### src/brc_pkg.sv
// ----------------------------------------------------------------------------
// Byte recurrence checksum package
// Constants and the modulo 65535 fold shared by the checksum files.
// ----------------------------------------------------------------------------
`timescale 1ns / 1ps
`default_nettype none

package brc_pkg;

    localparam logic [7:0]  SEED_OFFSET = 8'd7;
    localparam logic [7:0]  ALPHA_STEP  = 8'd17;
    localparam logic [7:0]  BETA_STEP   = 8'd31;
    localparam logic [16:0] FOLD_MOD    = 17'd65535;
    localparam logic [16:0] WRAP_BASE   = 17'h10000;

    // Reduces a 25-bit value modulo 65535 by adding its upper nine bits to its lower 16 bits.
    function automatic logic [15:0] fold_mod(input logic [24:0] value);
        logic [16:0] sum;
        sum = 17'(value[24:16]) + 17'(value[15:0]);
        if (sum >= FOLD_MOD)
        begin
            sum = sum - FOLD_MOD;
        end
        return sum[15:0];
    endfunction

endpackage

`default_nettype wire

### src/byte_recurrence_checksum.sv
// ----------------------------------------------------------------------------
// Byte recurrence checksum
// Path: an accepted item is held in the stage 1 registers and then in the output
// register. Throughput: one item per cycle while the output does not stall; the
// multiply and fold of the recurrence on the state registers is combinational.
// Reset: asynchronous, clears the pipeline and sets the state to older value
// 1, newer value 0 and index 0.
// ----------------------------------------------------------------------------
`timescale 1ns / 1ps
`default_nettype none

module byte_recurrence_checksum
(
    input  wire logic        clk,
    input  wire logic        rst_n,
    input  wire logic        in_valid,
    output logic             in_stall,
    input  wire logic [7:0]  data_byte,
    input  wire logic        first_byte,
    output logic             out_valid,
    input  wire logic        out_stall,
    output logic [15:0]      checksum
);
    import brc_pkg::*;

    logic        s1_valid_reg;
    logic        s1_valid_next;
    logic [7:0]  s1_byte_reg;
    logic        s1_first_reg;
    logic        out_valid_reg;
    logic        out_valid_next;
    logic [15:0] checksum_reg;

    logic [15:0] older_reg;
    logic [15:0] older_next;
    logic [15:0] newer_reg;
    logic [15:0] newer_next;
    logic [7:0]  index_reg;
    logic [7:0]  index_next;

    logic        out_ready;
    logic        s1_advance;
    logic        in_accept;

    logic [7:0]  index_inc;
    logic [7:0]  alpha;
    logic [7:0]  beta;
    logic [8:0]  weight;
    logic [24:0] plus_term;
    logic [24:0] minus_term;
    logic        negative;
    logic [24:0] magnitude;
    logic [15:0] mag_folded;
    logic [16:0] wrapped;
    logic [15:0] step_result;
    logic [15:0] result;

    assign out_ready  = !out_valid_reg || !out_stall;
    assign s1_advance = s1_valid_reg && out_ready;
    assign in_stall   = s1_valid_reg && !out_ready;
    assign in_accept  = in_valid && !in_stall;

    assign out_valid = out_valid_reg;
    assign checksum  = checksum_reg;

    assign index_inc  = index_reg + 8'd1;
    assign alpha      = index_inc * ALPHA_STEP;
    assign beta       = index_inc * BETA_STEP;
    assign weight     = {1'b0, s1_byte_reg} + {1'b0, alpha};
    assign plus_term  = 25'(weight) * 25'(newer_reg);
    assign minus_term = 25'(beta) * 25'(older_reg);
    assign negative   = plus_term < minus_term;
    assign magnitude  = negative ? (minus_term - plus_term) : (plus_term - minus_term);
    assign mag_folded = fold_mod(magnitude);

    always_comb
    begin
        wrapped = WRAP_BASE - 17'(mag_folded);
        if (wrapped >= FOLD_MOD)
        begin
            wrapped = wrapped - FOLD_MOD;
        end
        step_result = negative ? wrapped[15:0] : mag_folded;
    end

    always_comb
    begin
        s1_valid_next  = in_accept || (s1_valid_reg && !out_ready);
        out_valid_next = s1_advance || (out_valid_reg && out_stall);
        older_next     = older_reg;
        newer_next     = newer_reg;
        index_next     = index_reg;
        if (s1_first_reg)
        begin
            result = 16'(s1_byte_reg) + 16'(SEED_OFFSET);
        end
        else
        begin
            result = step_result;
        end
        if (s1_advance)
        begin
            if (s1_first_reg)
            begin
                older_next = 16'd1;
                index_next = 8'd0;
            end
            else
            begin
                older_next = newer_reg;
                index_next = index_inc;
            end
            newer_next = result;
        end
    end

    always_ff @(posedge clk or negedge rst_n)
    begin
        if (!rst_n)
        begin
            s1_valid_reg  <= 1'b0;
            out_valid_reg <= 1'b0;
            older_reg     <= 16'd1;
            newer_reg     <= 16'd0;
            index_reg     <= 8'd0;
        end
        else
        begin
            s1_valid_reg  <= s1_valid_next;
            out_valid_reg <= out_valid_next;
            older_reg     <= older_next;
            newer_reg     <= newer_next;
            index_reg     <= index_next;
        end
    end

    always_ff @(posedge clk)
    begin
        if (in_accept)
        begin
            s1_byte_reg  <= data_byte;
            s1_first_reg <= first_byte;
        end
        if (s1_advance)
        begin
            checksum_reg <= result;
        end
    end

endmodule

`default_nettype wire

### config.mk
export PLATFORM = sky130hd
export DESIGN_NAME = byte_recurrence_checksum
export DESIGN_NICKNAME = d
export VERILOG_FILES = /design/src/brc_pkg.sv /design/src/byte_recurrence_checksum.sv
export SDC_FILE = /design/constraint.sdc
export NUM_CORES = 1
export LEC_CHECK = 0
export ABC_AREA = 1
export BUFFER_PORTS_ARGS = -buffer_cell sky130_fd_sc_hd__buf_2
export CORE_AREA = 2 2 197 199
export CTS_BUF_LIST = sky130_fd_sc_hd__clkbuf_2
export DETAILED_ROUTE_END_ITERATION = 10
export DIE_AREA = 0 0 199 201
export PLACE_DENSITY = 0.6
export SYNTH_ARGS = -nofsm -noshare
export SYNTH_HDL_FRONTEND = slang
export SYNTH_SLANG_ARGS = --single-unit
### constraint.sdc
create_clock -name clk -period 34.8 [get_ports clk]
set_clock_uncertainty 0.2 [all_clocks]
set_input_delay 1.74 -clock clk [delete_from_list [all_inputs] [get_ports clk]]
set_output_delay 1.74 -clock clk [all_outputs]
set_load 0.01 [all_outputs]
# [Yosys cells after proc, flatten, opt, wreduce, memory -nomap -nowiden]
# Index checks and enable logic that the tools add are counted.
[totals] register_bits=67 latch_bits=0 ramBits=0 rom_bits=0 inputBits=13 out_inout_bits=18 elab_cells=42 n_memories=0
[op_classes] add_sub_neg=9 n_mul=4 div=0 n_lt_le_gt_ge=3 n_eq_ne=0 n_shift=0 mux=7 bitwise=0 n_reduce_logical=11
[op_table] cell="16-bit 2-to-1 mux" count=5
[op_table] cell="17-bit by 16-bit greater-or-equal comparator with 1-bit output (second input constant)" count=2
[op_table] cell="16-bit subtractor (second input constant)" count=2
[op_table] cell="25-bit by 24-bit < comparator with 1-bit output" count=1
[op_table] cell="9-bit by 16-bit multiplier with 25-bit output" count=1
[op_table] cell="25-bit 2-to-1 mux" count=1
[op_table] cell="24-bit by 25-bit subtractor with 25-bit output" count=1
[op_table] cell="25-bit by 24-bit subtractor with 25-bit output" count=1
[op_table] cell="8-bit by 16-bit multiplier with 24-bit output" count=1
[op_table] cell="9-bit by 16-bit adder with 17-bit output" count=1
[op_table] cell="17-bit by 16-bit subtractor with 17-bit output (first input constant)" count=1
[op_table] cell="8-bit by 5-bit multiplier with 8-bit output (second input constant)" count=2
[op_table] cell="8-bit by 3-bit adder with 9-bit output (second input constant)" count=1
[op_table] cell="8-bit by 8-bit adder with 9-bit output" count=1
[op_table] cell="8-bit by 1-bit adder with 8-bit output (second input constant)" count=1
[op_table] cell="8-bit 2-to-1 mux" count=1
[op_table] cell="1-bit logical AND" count=4
[op_table] cell="1-bit logical NOT" count=4
[op_table] cell="1-bit logical OR" count=3

# [Depth between registers and ports, before layout]
# Gate-level depths: netlist (run 1).
[logic_depth] word_depth=14 depth_mapped=109 mapped_depth_nobuf=103

# [Worst setup path after synthesis (run 1)]
# No wires, ideal clock.
[synth_path] path_kind="reg-to-reg" startpoint="register index_reg[0]" endpoint="register checksum_reg[0] (netlist: checksum[0]), data pin" setup_time_ns=0.255 arrival_ns=15.574 t_required_ns=34.345 slack_ns=18.771 stages_incl_launch_ff=104 path_buffers=7 period_less_slack_ns=16.029 path_cell_list="dfrtp_1 clkbuf_1 inv_1 clkbuf_1 ha_1 inv_1 nand2_1 nand2_1 inv_1 clkbuf_1 ha_1 inv_1 fa_1 fa_1 inv_1 ha_1 a21oi_1 inv_1 [... 68 more ...] mux2i_1 ha_1 nand3_2 nor2_2 nand3_1 nand2_1 nand2_1 inv_2 nand2_1 nor2_2 nand3_1 nand2_1 nand2_1 nand2_1 nand2_1 nand2_1 nand3_1 and2_1"
[synth_via] elab_chain_cells=14 elab_cells_between_ends=20 classes_between="8 x add/sub; 4 x mul; 3 x order compare; 5 x mux"
[synth_rtl] item="from (decl)" line="byte_recurrence_checksum.sv:38" source="logic [7:0] index_reg;"
[synth_rtl] item="from (signal assigned)" line="byte_recurrence_checksum.sv:133" source="index_reg <= index_next;"
[synth_rtl] item="8-bit by 1-bit adder with 8-bit output (*)" line="byte_recurrence_checksum.sv:66" source="assign index_inc = index_reg + 8'd1;"
[synth_rtl] item="8-bit by 5-bit multiplier with 8-bit output" line="byte_recurrence_checksum.sv:67" source="assign alpha = index_inc * ALPHA_STEP;"
[synth_rtl] item="8-bit by 8-bit adder with 9-bit output" line="byte_recurrence_checksum.sv:69" source="assign weight = {1'b0, s1_byte_reg} + {1'b0, alpha};"
[synth_rtl] item="9-bit by 16-bit multiplier with 25-bit output" line="byte_recurrence_checksum.sv:70" source="assign plus_term = 25'(weight) * 25'(newer_reg);"
[synth_rtl] item="25-bit by 24-bit subtractor with 25-bit output, or another cell as far along" line="byte_recurrence_checksum.sv:73" source="assign magnitude = negative ? (minus_term - plus_term) : (plus_term - minus_term);"
[synth_rtl] item="25-bit 2-to-1 mux" line="byte_recurrence_checksum.sv:73"
[synth_rtl] item="9-bit by 16-bit adder with 17-bit output" line="brc_pkg.sv:19" source="sum = 17'(value[24:16]) + 17'(value[15:0]);"
[synth_rtl] item="16-bit subtractor / 17-bit by 16-bit greater-or-equal comparator with 1-bit output (equally long branches)" line="brc_pkg.sv:22, brc_pkg.sv:20"
[synth_rtl] item="16-bit 2-to-1 mux" line="brc_pkg.sv:20" source="if (sum >= FOLD_MOD)"
[synth_rtl] item="17-bit by 16-bit subtractor with 17-bit output" line="byte_recurrence_checksum.sv:78" source="wrapped = WRAP_BASE - 17'(mag_folded);"
[synth_rtl] item="16-bit subtractor / 17-bit by 16-bit greater-or-equal comparator with 1-bit output (equally long branches)" line="byte_recurrence_checksum.sv:81, byte_recurrence_checksum.sv:79"
[synth_rtl] item="16-bit 2-to-1 mux" line="byte_recurrence_checksum.sv:79" source="if (wrapped >= FOLD_MOD)"
[synth_rtl] item="16-bit 2-to-1 mux (*)" line="byte_recurrence_checksum.sv:83" source="step_result = negative ? wrapped[15:0] : mag_folded;"
[synth_rtl] item="16-bit 2-to-1 mux (*)" line="byte_recurrence_checksum.sv:93" source="if (s1_first_reg)"
[synth_rtl] item="via result[0]" line="byte_recurrence_checksum.sv:56" source="logic [15:0] result;"
[synth_rtl] item="to (signal assigned)" line="byte_recurrence_checksum.sv:146" source="checksum_reg <= result;"
[synth_rtl] item="to (decl)" line="byte_recurrence_checksum.sv:32" source="logic [15:0] checksum_reg;"
# Mark *: on every way through the listed nets, which the timed path passes. The rest lies on a longest branch.
# A chain may end at the register's enable or synchronous reset.

# [Worst setup path in the final report (run 1)]
[layout_path] startpoint="register index_reg[0]" endpoint="register newer_reg[14]"
[layout_via] elab_chain_cells=14 elab_cells_between_ends=20 classes_between="8 x add/sub; 4 x mul; 3 x order compare; 5 x mux"
[layout_rtl] item="8-bit by 1-bit adder with 8-bit output (*)" line="byte_recurrence_checksum.sv:66"
[layout_rtl] item="8-bit by 5-bit multiplier with 8-bit output" line="byte_recurrence_checksum.sv:67"
[layout_rtl] item="8-bit by 8-bit adder with 9-bit output" line="byte_recurrence_checksum.sv:69"
[layout_rtl] item="9-bit by 16-bit multiplier with 25-bit output" line="byte_recurrence_checksum.sv:70"
[layout_rtl] item="25-bit by 24-bit subtractor with 25-bit output, or another cell as far along" line="byte_recurrence_checksum.sv:73"
[layout_rtl] item="25-bit 2-to-1 mux" line="byte_recurrence_checksum.sv:73"
[layout_rtl] item="9-bit by 16-bit adder with 17-bit output" line="brc_pkg.sv:19"
[layout_rtl] item="16-bit subtractor / 17-bit by 16-bit greater-or-equal comparator with 1-bit output (equally long branches)" line="brc_pkg.sv:22, brc_pkg.sv:20"
[layout_rtl] item="16-bit 2-to-1 mux" line="brc_pkg.sv:20"
[layout_rtl] item="17-bit by 16-bit subtractor with 17-bit output" line="byte_recurrence_checksum.sv:78"
[layout_rtl] item="16-bit subtractor / 17-bit by 16-bit greater-or-equal comparator with 1-bit output (equally long branches)" line="byte_recurrence_checksum.sv:81, byte_recurrence_checksum.sv:79"
[layout_rtl] item="16-bit 2-to-1 mux" line="byte_recurrence_checksum.sv:79"
[layout_rtl] item="16-bit 2-to-1 mux (*)" line="byte_recurrence_checksum.sv:83"
[layout_rtl] item="16-bit 2-to-1 mux (*)" line="byte_recurrence_checksum.sv:93"
[layout_rtl] item="to (signal assigned)" line="byte_recurrence_checksum.sv:132" source="newer_reg <= newer_next;"
[layout_rtl] item="to (decl)" line="byte_recurrence_checksum.sv:36" source="logic [15:0] newer_reg;"
# Every way passes the cells marked *; elsewhere a longest branch is shown, timed or not.

==> run summary, run 1 <==
Status = finished clean
Num CTS Buffers = 9
Core Area = 0.0381 mm^2
Cell accounting for the most synthesized area = fa_1
DRT iter0 DRCs = 827
CP Class = flop to flop
Synth Area in Compound Gates = 0.0901
GRT Total Usage = 0.256
DRC viols = 0
Post-layout instance area = 0.0176 mm^2
Most frequent cell after synthesis = inv_1
Initial Util = 0.444
Postcts setup bufs = 0
Worst-path clk slew = 0.25 ns
Yosys top cell area share = 0.231
CTS H-tree lvls = 3
Syn nets = 2780
DR WL/cell = 17.0 um
Yosys Warn Count = 0
Ports = 31
First-pass GRT wire length = 80.5 mm
Largest net degree at the start of global routing = 63
Vias in the first global route = 15100
Hold Path Depth = 2
DP Area = 0.0175 mm^2
Final setup viols = 0
Worst-Margin Slew = 0.772 ns
RSZ-0062 raised after global routing = no
Max Cap Violations = 0
Routability Congestion = 0.934
Clk_lat worst skew = 0.61 ns
Adder-cell area share of the yosys netlist = 0.356
Sequential area share after synthesis = 0.107
R2R Setup Slk = 16.32 ns
Filler cells = 3979
Nets@finish = 2777
Reg-to-Reg Start = index_reg[0]$_DFFE_PN0P_
Num rows = 72
PortBufs = 30
CP dominant cell by count = nand2_1
Worst R2R Path Depth = 101
Initial antenna violation count = 1
CP required = 35.06 ns
Crit path largest cell delay = 0.63 ns
Root buffer cell = clkbuf_2
Mapped cell area = 0.0169 mm^2
Slew margin rel. = 0.484
Post-DR vias/cell = 5.18
Largest family of logic cells by synthesized area = adder cells
Clk sinks = 67
Post-Synth Simple-Gate Area = 0.258
Main area contributors after synthesis = fa_1 23%, ha_1 12%, inv_1 12%, nand2_1 11%, dfrtp_1 6.1%
CP startpoint kind = flop
Post-Synthesis Cells = 2403
Register bit total from synthesis = 67
Worst hold path endpoint = out_valid$_DFF_PN0_
Max stage delay cell, worst path = dfrtp_1
CP Capture Type = flop
Commonest cells in the netlist = 549 x inv_1, 516 x nand2_1, 242 x nor2_1
Hpwl dp = 42.4 mm
EDFF count, synth = 25
Reg2reg end = newer_reg[14]$_DFFE_PN0P_
Total iterations of the first detailed-routing run = 5
CTS max path bufs = 2
Crit path time final = 18.48 ns
Syn_area_per_cell = 7.04 um^2
CP Data Arrival Time = 18.73 ns
Post-synth top flop = dfrtp_1
Area Overhead vs Synth = 4.27%
DRT antenna net count = 0
Post-synthesis xor/xnor area fraction = 0.0497
Final Util = 0.463
DR vias = 15200
Share of layout cells above drive strength 1 = 0.0711
Final hold vios = 0
Die width = 199 um
Die area = 0.0400 mm^2
Asr flop ratio synth = 0.627
Worst min path class = flop to flop
Count of cell types in the netlist = 53
CTS tree = yes
CTS hold repair buffers = 0
Fmax = 0.0541 GHz
Final setup TNS = 0 ns
Worst slack at placement = 16.49 ns
Grt total ovfl = 0
Mux cell area share after synthesis = 0.00118
Worst-path maximum fanout = 42
Hold Path Origin = s1_valid_reg$_DFF_PN0_
Crit share post-route = 0.531
Slew Viols, Final = 0
PostCTS Resize Cnt = 0
Wirelength, routed = 49.8 mm
Setup WS post-layout = 16.32 ns
Die Y-Extent = 201 um
-- logic make-up (layout without fill, tap and decap cells) --
kind of cell / count (synthesis) / after routing
other cells: 0 / 1
compound gates: 274 / 274
simple gates: 987 / 987
flops: 67 / 67
mux: 2 / 2
xor+xnor: 96 / 96
fa+ha+maj: 364 / 364
buf+inv: 613 / 615
-- metal layers --
| metal | vias to the layer above | routed length (um) | global-route usage |
|---|---|---|---|
| li1 | 7294 | - | - |
| met1 | 7367 | 21700 | 0.342 |
| met2 | 415 | 24300 | 0.440 |
| met3 | 74 | 2670 | 0.0313 |
| met4 | 0 | 1200 | 0.0648 |
| met5 | - | 0 | 0 |
-- final cells by class --
class | instances | area (um^2) | area share
multi-input combinational | 1723 | 12800 | 0.724
inverter | 566 | 2120 | 0.120
sequential | 67 | 1800 | 0.102
tap | 518 | 648 | 0.0367
timing repair buffer | 33 | 173 | 0.00979
clock inverter | 7 | 80.1 | 0.00454
clock buffer | 9 | 45.0 | 0.00255
antenna | 1 | 2.50 | 0.000142
-- per-stage QoR --
step / hold slack, ns / instances
after floorplan: 0.257 / 2403
after global placement: 0.268 / 2907
after detailed placement: 0.288 / 2907
after CTS: 0.337 / 2923
after global routing: 0.388 / 2924
final: 0.330 / 2924
-- worst max-delay path by stage --
| stage | from | end | slack, ns | cells after the start |
|---|---|---|---|---|
| 2_1_floorplan | index_reg[0]$_DFFE_PN0P_ | checksum[0]$_DFFE_PP_ | 18.77 | 103 |
| 3_3_place_gp | index_reg[0]$_DFFE_PN0P_ | newer_reg[14]$_DFFE_PN0P_ | 17.00 | 98 |
| 3_5_place_dp | index_reg[0]$_DFFE_PN0P_ | newer_reg[14]$_DFFE_PN0P_ | 16.49 | 98 |
| 4_1_cts | index_reg[0]$_DFFE_PN0P_ | newer_reg[14]$_DFFE_PN0P_ | 16.42 | 98 |
| 5_1_grt | index_reg[0]$_DFFE_PN0P_ | newer_reg[14]$_DFFE_PN0P_ | 14.64 | 98 |
| 6_report | index_reg[0]$_DFFE_PN0P_ | newer_reg[14]$_DFFE_PN0P_ | 16.32 | 101 |
-- cell usage in the layout, fill, tap and decap left out, drive strengths merged, types with 12 or more instances in the layout --
cell type | Yosys | final
nand2 | 555 | 555
xnor2 | 26 | 26
nand4 | 24 | 24
dfrtp | 41 | 41
fa | 195 | 195
ha | 169 | 169
o21ai | 102 | 102
nand3 | 106 | 106
buf | 15 | 33
or2 | 12 | 12
xor2 | 70 | 70
edfxtp | 25 | 25
nor2 | 272 | 272
o22ai | 19 | 19
inv | 566 | 570
a21oi | 119 | 119
-- worst max-delay path, delay by kind of cell (launching register included) --
| family | cells | cell delay [ns] |
|---|---|---|
| adders and majority gates | 14 | 5.83 |
| and+or+nand+nor | 46 | 5.44 |
| AOI/OAI and AO/OA | 20 | 3.05 |
| buffers and inverters | 18 | 2.56 |
| DFF | 1 | 0.63 |
| xor gates and xnor gates | 3 | 0.55 |
Power of run 1 is not shown: default switching activity piles up to over one toggle a cycle in this logic, so the estimate is an artifact.
==> run 2: changes to the inputs <==
- PLACE_DENSITY: 0.6 -> 0.62
- clock period: 34.8 -> 15.85 ns (I/O delays scaled with it)
==> run 2 against run 1 <==
Core utilization increased by 2.7 points; hold slack lost 0.20 ns; via count is 1.3% higher; die area is the same; final cell count grew 2.1%; critical path depth fell by 4; final area increased by 5.7%; non-clock buffer count rose by 60; routed wire length down 0.63%; global-route usage down 0.46 points; critical path type unchanged; critical endpoint is now newer_reg[8]$_DFFE_PN0P_; highest routed layer unchanged.
==> run summary, run 2 (same netlist as run 1, synthesis figures left out) <==
Max Cap Violations = 0 (unchanged)
Worst-Margin Slew = 1.11 ns (was 0.772 ns)
Final Util = 0.490 (was 0.463)
Die area = 0.0400 mm^2 (unchanged)
Nets@finish = 2838 (was 2777)
Crit share post-route = 0.938 (was 0.531)
Worst-path clk slew = 0.28 ns (was 0.25 ns)
Setup WS post-layout = 0.975 ns (was 16.32 ns)
Slew Viols, Final = 0 (unchanged)
Worst min path class = primary input to flop (was flop to flop)
Clk_lat worst skew = 0.61 ns (about the same)
Post-DR vias/cell = 5.14 (was 5.18)
CP startpoint kind = flop (unchanged)
Initial antenna violation count = 1 (unchanged)
Vias in the first global route = 15100 (about the same)
Wirelength, routed = 49.5 mm (was 49.8 mm)
Die width = 199 um (unchanged)
Initial Util = 0.444 (unchanged)
CTS max path bufs = 2 (unchanged)
CP required = 16.19 ns (was 35.06 ns)
DRT antenna net count = 0 (unchanged)
Num rows = 72 (unchanged)
Status = finished clean (unchanged)
Grt total ovfl = 0 (unchanged)
Clk sinks = 67 (unchanged)
CP Data Arrival Time = 15.21 ns (was 18.73 ns)
Most common cell after layout, fill and taps aside = inv_1 (unchanged)
CTS tree = yes (unchanged)
Final setup viols = 0 (unchanged)
Num CTS Buffers = 9 (unchanged)
Crit path largest cell delay = 0.55 ns (was 0.63 ns)
DRC viols = 0 (unchanged)
First-pass GRT wire length = 79.2 mm (was 80.5 mm)
Core Area = 0.0381 mm^2 (unchanged)
GRT Total Usage = 0.252 (was 0.256)
CP Class = flop to flop (unchanged)
CTS H-tree lvls = 3 (unchanged)
Crit path time final = 14.87 ns (was 18.48 ns)
Die Y-Extent = 201 um (unchanged)
Worst-path maximum fanout = 10 (was 42)
Worst Path Buf+Inv = 18 (unchanged)
Share of layout cells above drive strength 1 = 0.128 (was 0.0711)
CP dominant cell by count = nand2_1 (unchanged)
CTS hold repair buffers = 0 (unchanged)
Hpwl dp = 41.5 mm (was 42.4 mm)
Largest net degree at the start of global routing = 63 (unchanged)
DR WL/cell = 16.6 um (was 17.0 um)
CP Capture Type = flop (unchanged)
Max stage delay cell, worst path = fa_1 (was dfrtp_1)
Fmax = 0.0672 GHz (was 0.0541 GHz)
Total iterations of the first detailed-routing run = 5 (unchanged)
Area Overhead vs Synth = 10.3% (was 4.27%)
Family with the most delay on the worst path = adder cells (unchanged)
PortBufs = 30 (unchanged)
Most frequent cells in the layout = 536 x inv_1, 502 x nand2_1, 227 x nor2_1 (was 548 x inv_1, 516 x nand2_1, 242 x nor2_1)
DRT iter0 DRCs = 905 (was 827)
Routability Congestion = 0.950 (was 0.934)
DR vias = 15400 (was 15200)
Slew margin rel. = 0.258 (was 0.484)
Final hold vios = 0 (unchanged)
Worst slack at placement = -0.273 ns (was 16.49 ns)
Ports = 31 (unchanged)
Root buffer cell = clkbuf_2 (unchanged)
run 2: timing repair:
action | 4_1_cts | 5_1_grt
pin swaps | 1 | 56
gates resized for setup | 4 | 115
endpoints found under the setup margin | 31 | 32
buffers inserted | 6 | 20
cloned | 0 | 1
run 2: area by class of cell:
cell class,instances,area [um^2]
diodes,1,2.50
clock buffers,9,45.0
clock inverters,7,146
fillers,3877,19500
inverters,566,2130
multi-input cells,1724,13200
flip-flops and latches,67,1800
well taps,518,648
repair buffers,93,651
run 2: path summary, 6_finish.rpt:
| kind | cells after the start | slack, ns | start | end |
|---|---|---|---|---|
| hold reg to reg | 2 | 0.31 | s1_valid_reg$_DFF_PN0_ | out_valid$_DFF_PN0_ |
| setup / recovery | 97 | 0.98 | index_reg[0]$_DFFE_PN0P_ | newer_reg[8]$_DFFE_PN0P_ |
| setup reg to reg | 97 | 0.98 | index_reg[0]$_DFFE_PN0P_ | newer_reg[8]$_DFFE_PN0P_ |
| hold / removal | 1 | 0.13 | data_byte[2] | s1_byte_reg[2]$_DFFE_PP_ |
| min in group asynchronous | 1 | 0.14 | rst_n | newer_reg[15]$_DFFE_PN0P_ |
| max in group asynchronous | 1 | 14.56 | rst_n | older_reg[8]$_DFFE_PN0P_ |
run 2: per-stage QoR:
stage                     setup TNS [ns]  cell area, um^2  hold slack (ns)  instances
after floorplan                        0            16900            0.257       2403
after global placement                 0            17800            0.266       2941
after detailed placement           -4.65            17800            0.274       2941
after CTS                              0            18000           0.0715       2963
after global routing              -0.698            18700           0.0725       2985
final                                  0            18700            0.126       2985
run 2: layer usage:
metal / vias up / routed length [um] / global-route usage
met3: 54 / 2500 / 0.0230
met1: 7471 / 22400 / 0.350
met5: - / 0 / 0
met4: 0 / 790 / 0.0496
li1: 7419 / - / -
met2: 407 / 23900 / 0.428
Power of run 2 is left out for the same reason.
==> run 3: changes to the inputs <==
- CELL_PAD_IN_SITES_DETAIL_PLACEMENT: unset -> 1
- CELL_PAD_IN_SITES_GLOBAL_PLACEMENT: unset -> 1
- PLACE_DENSITY: 0.62 -> 0.81
==> run 3 against run 2 <==
Sequential share of layout area barely moved; non-clock buffer count rose by 2; final area rose by 0.13%; register-to-register slack got worse by 0.43 ns; first-iteration DRC count fell by 0.88%; hold slack got worse by 0.11 ns.
==> run summary, run 3 (same netlist as run 1, synthesis figures left out) <==
Die area = 0.0400 mm^2 (unchanged)
Num CTS Buffers = 9 (unchanged)
Status = finished clean (unchanged)
Num rows = 72 (unchanged)
Worst-path maximum fanout = 7 (was 10)
GRT Total Usage = 0.281 (was 0.252)
Worst R2R Path Depth = 95 (was 97)
CTS hold repair buffers = 0 (unchanged)
Nets@finish = 2839 (was 2838)
DR vias = 15800 (was 15400)
Die width = 199 um (unchanged)
Final hold vios = 0 (unchanged)
CP Capture Type = flop (unchanged)
Slew margin rel. = 0.420 (was 0.258)
Met1 Use GR = 0.367 (was 0.350)
First-pass GRT wire length = 88.9 mm (was 79.2 mm)
CP Class = flop to flop (unchanged)
Worst-Margin Slew = 0.869 ns (was 1.11 ns)
Clk sinks = 67 (unchanged)
CP required = 16.10 ns (was 16.19 ns)
CP Data Arrival Time = 15.55 ns (was 15.21 ns)
Reg-to-Reg Start = index_reg[1]$_DFFE_PN0P_ (was index_reg[0]$_DFFE_PN0P_)
Most common cell after layout, fill and taps aside = inv_1 (unchanged)
Ports = 31 (unchanged)
Routability Congestion = 0.917 (was 0.950)
Busiest grt layer = met2 (unchanged)
Global-route met2 utilization = 0.510 (was 0.428)
Max Cap Violations = 0 (unchanged)
Placed Cells = 2941 (unchanged)
Reg2reg end = newer_reg[12]$_DFFE_PN0P_ (was newer_reg[8]$_DFFE_PN0P_)
Final setup viols = 0 (unchanged)
Vias in the first global route = 17100 (was 15100)
Root buffer cell = clkbuf_2 (unchanged)
PortBufs = 30 (unchanged)
Area Overhead vs Synth = 10.4% (was 10.3%)
CP dominant cell by count = nand2_1 (unchanged)
Most frequent cells in the layout = 538 x inv_1, 502 x nand2_1, 233 x nor2_1 (was 536 x inv_1, 502 x nand2_1, 227 x nor2_1)
Filler cells = 4991 (was 3877)
Initial Util = 0.444 (unchanged)
Max stage delay cell, worst path = fa_1 (unchanged)
Crit path time final = 15.30 ns (was 14.87 ns)
Largest net degree at the start of global routing = 63 (unchanged)
Die Y-Extent = 201 um (unchanged)
Fmax = 0.0654 GHz (was 0.0672 GHz)
Clk_lat worst skew = 0.61 ns (about the same)
Crit path largest cell delay = 0.55 ns (about the same)
Crit share post-route = 0.965 (was 0.938)
Share of layout cells above drive strength 1 = 0.132 (was 0.128)
Final setup TNS = 0 ns (unchanged)
Total iterations of the first detailed-routing run = 6 (was 5)
Wirelength, routed = 56.3 mm (was 49.5 mm)
Grt total ovfl = 0 (unchanged)
DRT iter0 DRCs = 897 (was 905)
CTS H-tree lvls = 3 (unchanged)
Met3 Use GR = 0.0205 (was 0.0230)
Hpwl dp = 47.3 mm (was 41.5 mm)
Core Area = 0.0381 mm^2 (unchanged)
DR WL/cell = 18.8 um (was 16.6 um)
Final Util = 0.490 (about the same)
CP startpoint kind = flop (unchanged)
DRC viols = 0 (unchanged)
R2R Setup Slk = 0.55 ns (was 0.98 ns)
Filler-free cell count of the finished design = 2986 (was 2985)
Post-DR vias/cell = 5.29 (was 5.14)
Slew Viols, Final = 0 (unchanged)
CTS max path bufs = 2 (unchanged)
CTS tree = yes (unchanged)
Initial antenna violation count = 1 (unchanged)
Worst min path class = primary input to async pin (was primary input to flop)
DRT antenna net count = 0 (unchanged)
Worst-path clk slew = 0.26 ns (was 0.28 ns)
==> run 3: cell types whose count changed in the layout (fill, tap and decap cells not counted), moves of 4 or more <==
cell,before,now
nor2_1,227,233
a21oi_1,105,101
nor2_2,23,18
ha_4,11,15
ha_1,156,151
a21oi_2,12,16
==> run 3: per-layer routing <==
metal | part of all wire | up-vias
li1 | - | 7424
met1 | 0.44 | 7998
met2 | 0.52 | 295
met3 | 0.030 | 70
met4 | 0.016 | 0
met5 | 0 | -
==> run 3: repair_timing <==
action / CTS / global route
pin swaps: 4 / 49
gates resized for setup: 14 / 117
endpoints found under the setup margin: 32 / 32
buffers inserted: 8 / 20
==> run 3: cell type report <==
| class | count | area, um^2 | share of cell area |
|---|---|---|---|
| clock buffers | 10 | 50.0 | 0.00268 |
| clock inverters | 6 | 90.1 | 0.00482 |
| multi-input cells | 1723 | 13300 | 0.711 |
| repair buffers | 95 | 677 | 0.0362 |
| well taps | 518 | 648 | 0.0347 |
| flip-flops and latches | 67 | 1800 | 0.0966 |
| inverters | 566 | 2130 | 0.114 |
| diodes | 1 | 2.50 | 0.000134 |
==> run 3: worst max-delay path: cells and delay by family, from the launching register on <==
kind	cells	cell delay, ns
DFF	1	0.49
xor gates and xnor gates	3	0.65
and+or+nand+nor	40	4.07
muxes	1	0.30
adders and majority gates	14	5.31
buffers and inverters	20	1.78
AOI/OAI and AO/OA	17	2.35
==> run 3: per-stage QoR <==
stage,hold WS (ns),cell area [um^2],setup WS [ns]
global route,0.0202,18700,-0.249
global placement,0.264,17800,-0.0465
floorplan,0.257,16900,0.0390
CTS,0.0463,18000,0.0405
finish,0.0130,18700,0.549
detailed placement,0.286,17800,-0.711
==> run 3: worst max path at each step <==
stage	slack [ns]	from	depth (start not counted)	end
3_5_place_dp	-0.71	index_reg[0]$_DFFE_PN0P_	96	checksum[2]$_DFFE_PP_
2_1_floorplan	0.04	index_reg[0]$_DFFE_PN0P_	102	checksum[0]$_DFFE_PP_
6_report	0.55	index_reg[1]$_DFFE_PN0P_	95	newer_reg[12]$_DFFE_PN0P_
5_1_grt	-0.25	index_reg[1]$_DFFE_PN0P_	100	newer_reg[12]$_DFFE_PN0P_
3_3_place_gp	-0.05	index_reg[0]$_DFFE_PN0P_	93	checksum[2]$_DFFE_PP_
4_1_cts	0.04	index_reg[0]$_DFFE_PN0P_	100	newer_reg[12]$_DFFE_PN0P_
Power of run 3 is left out for the same reason.
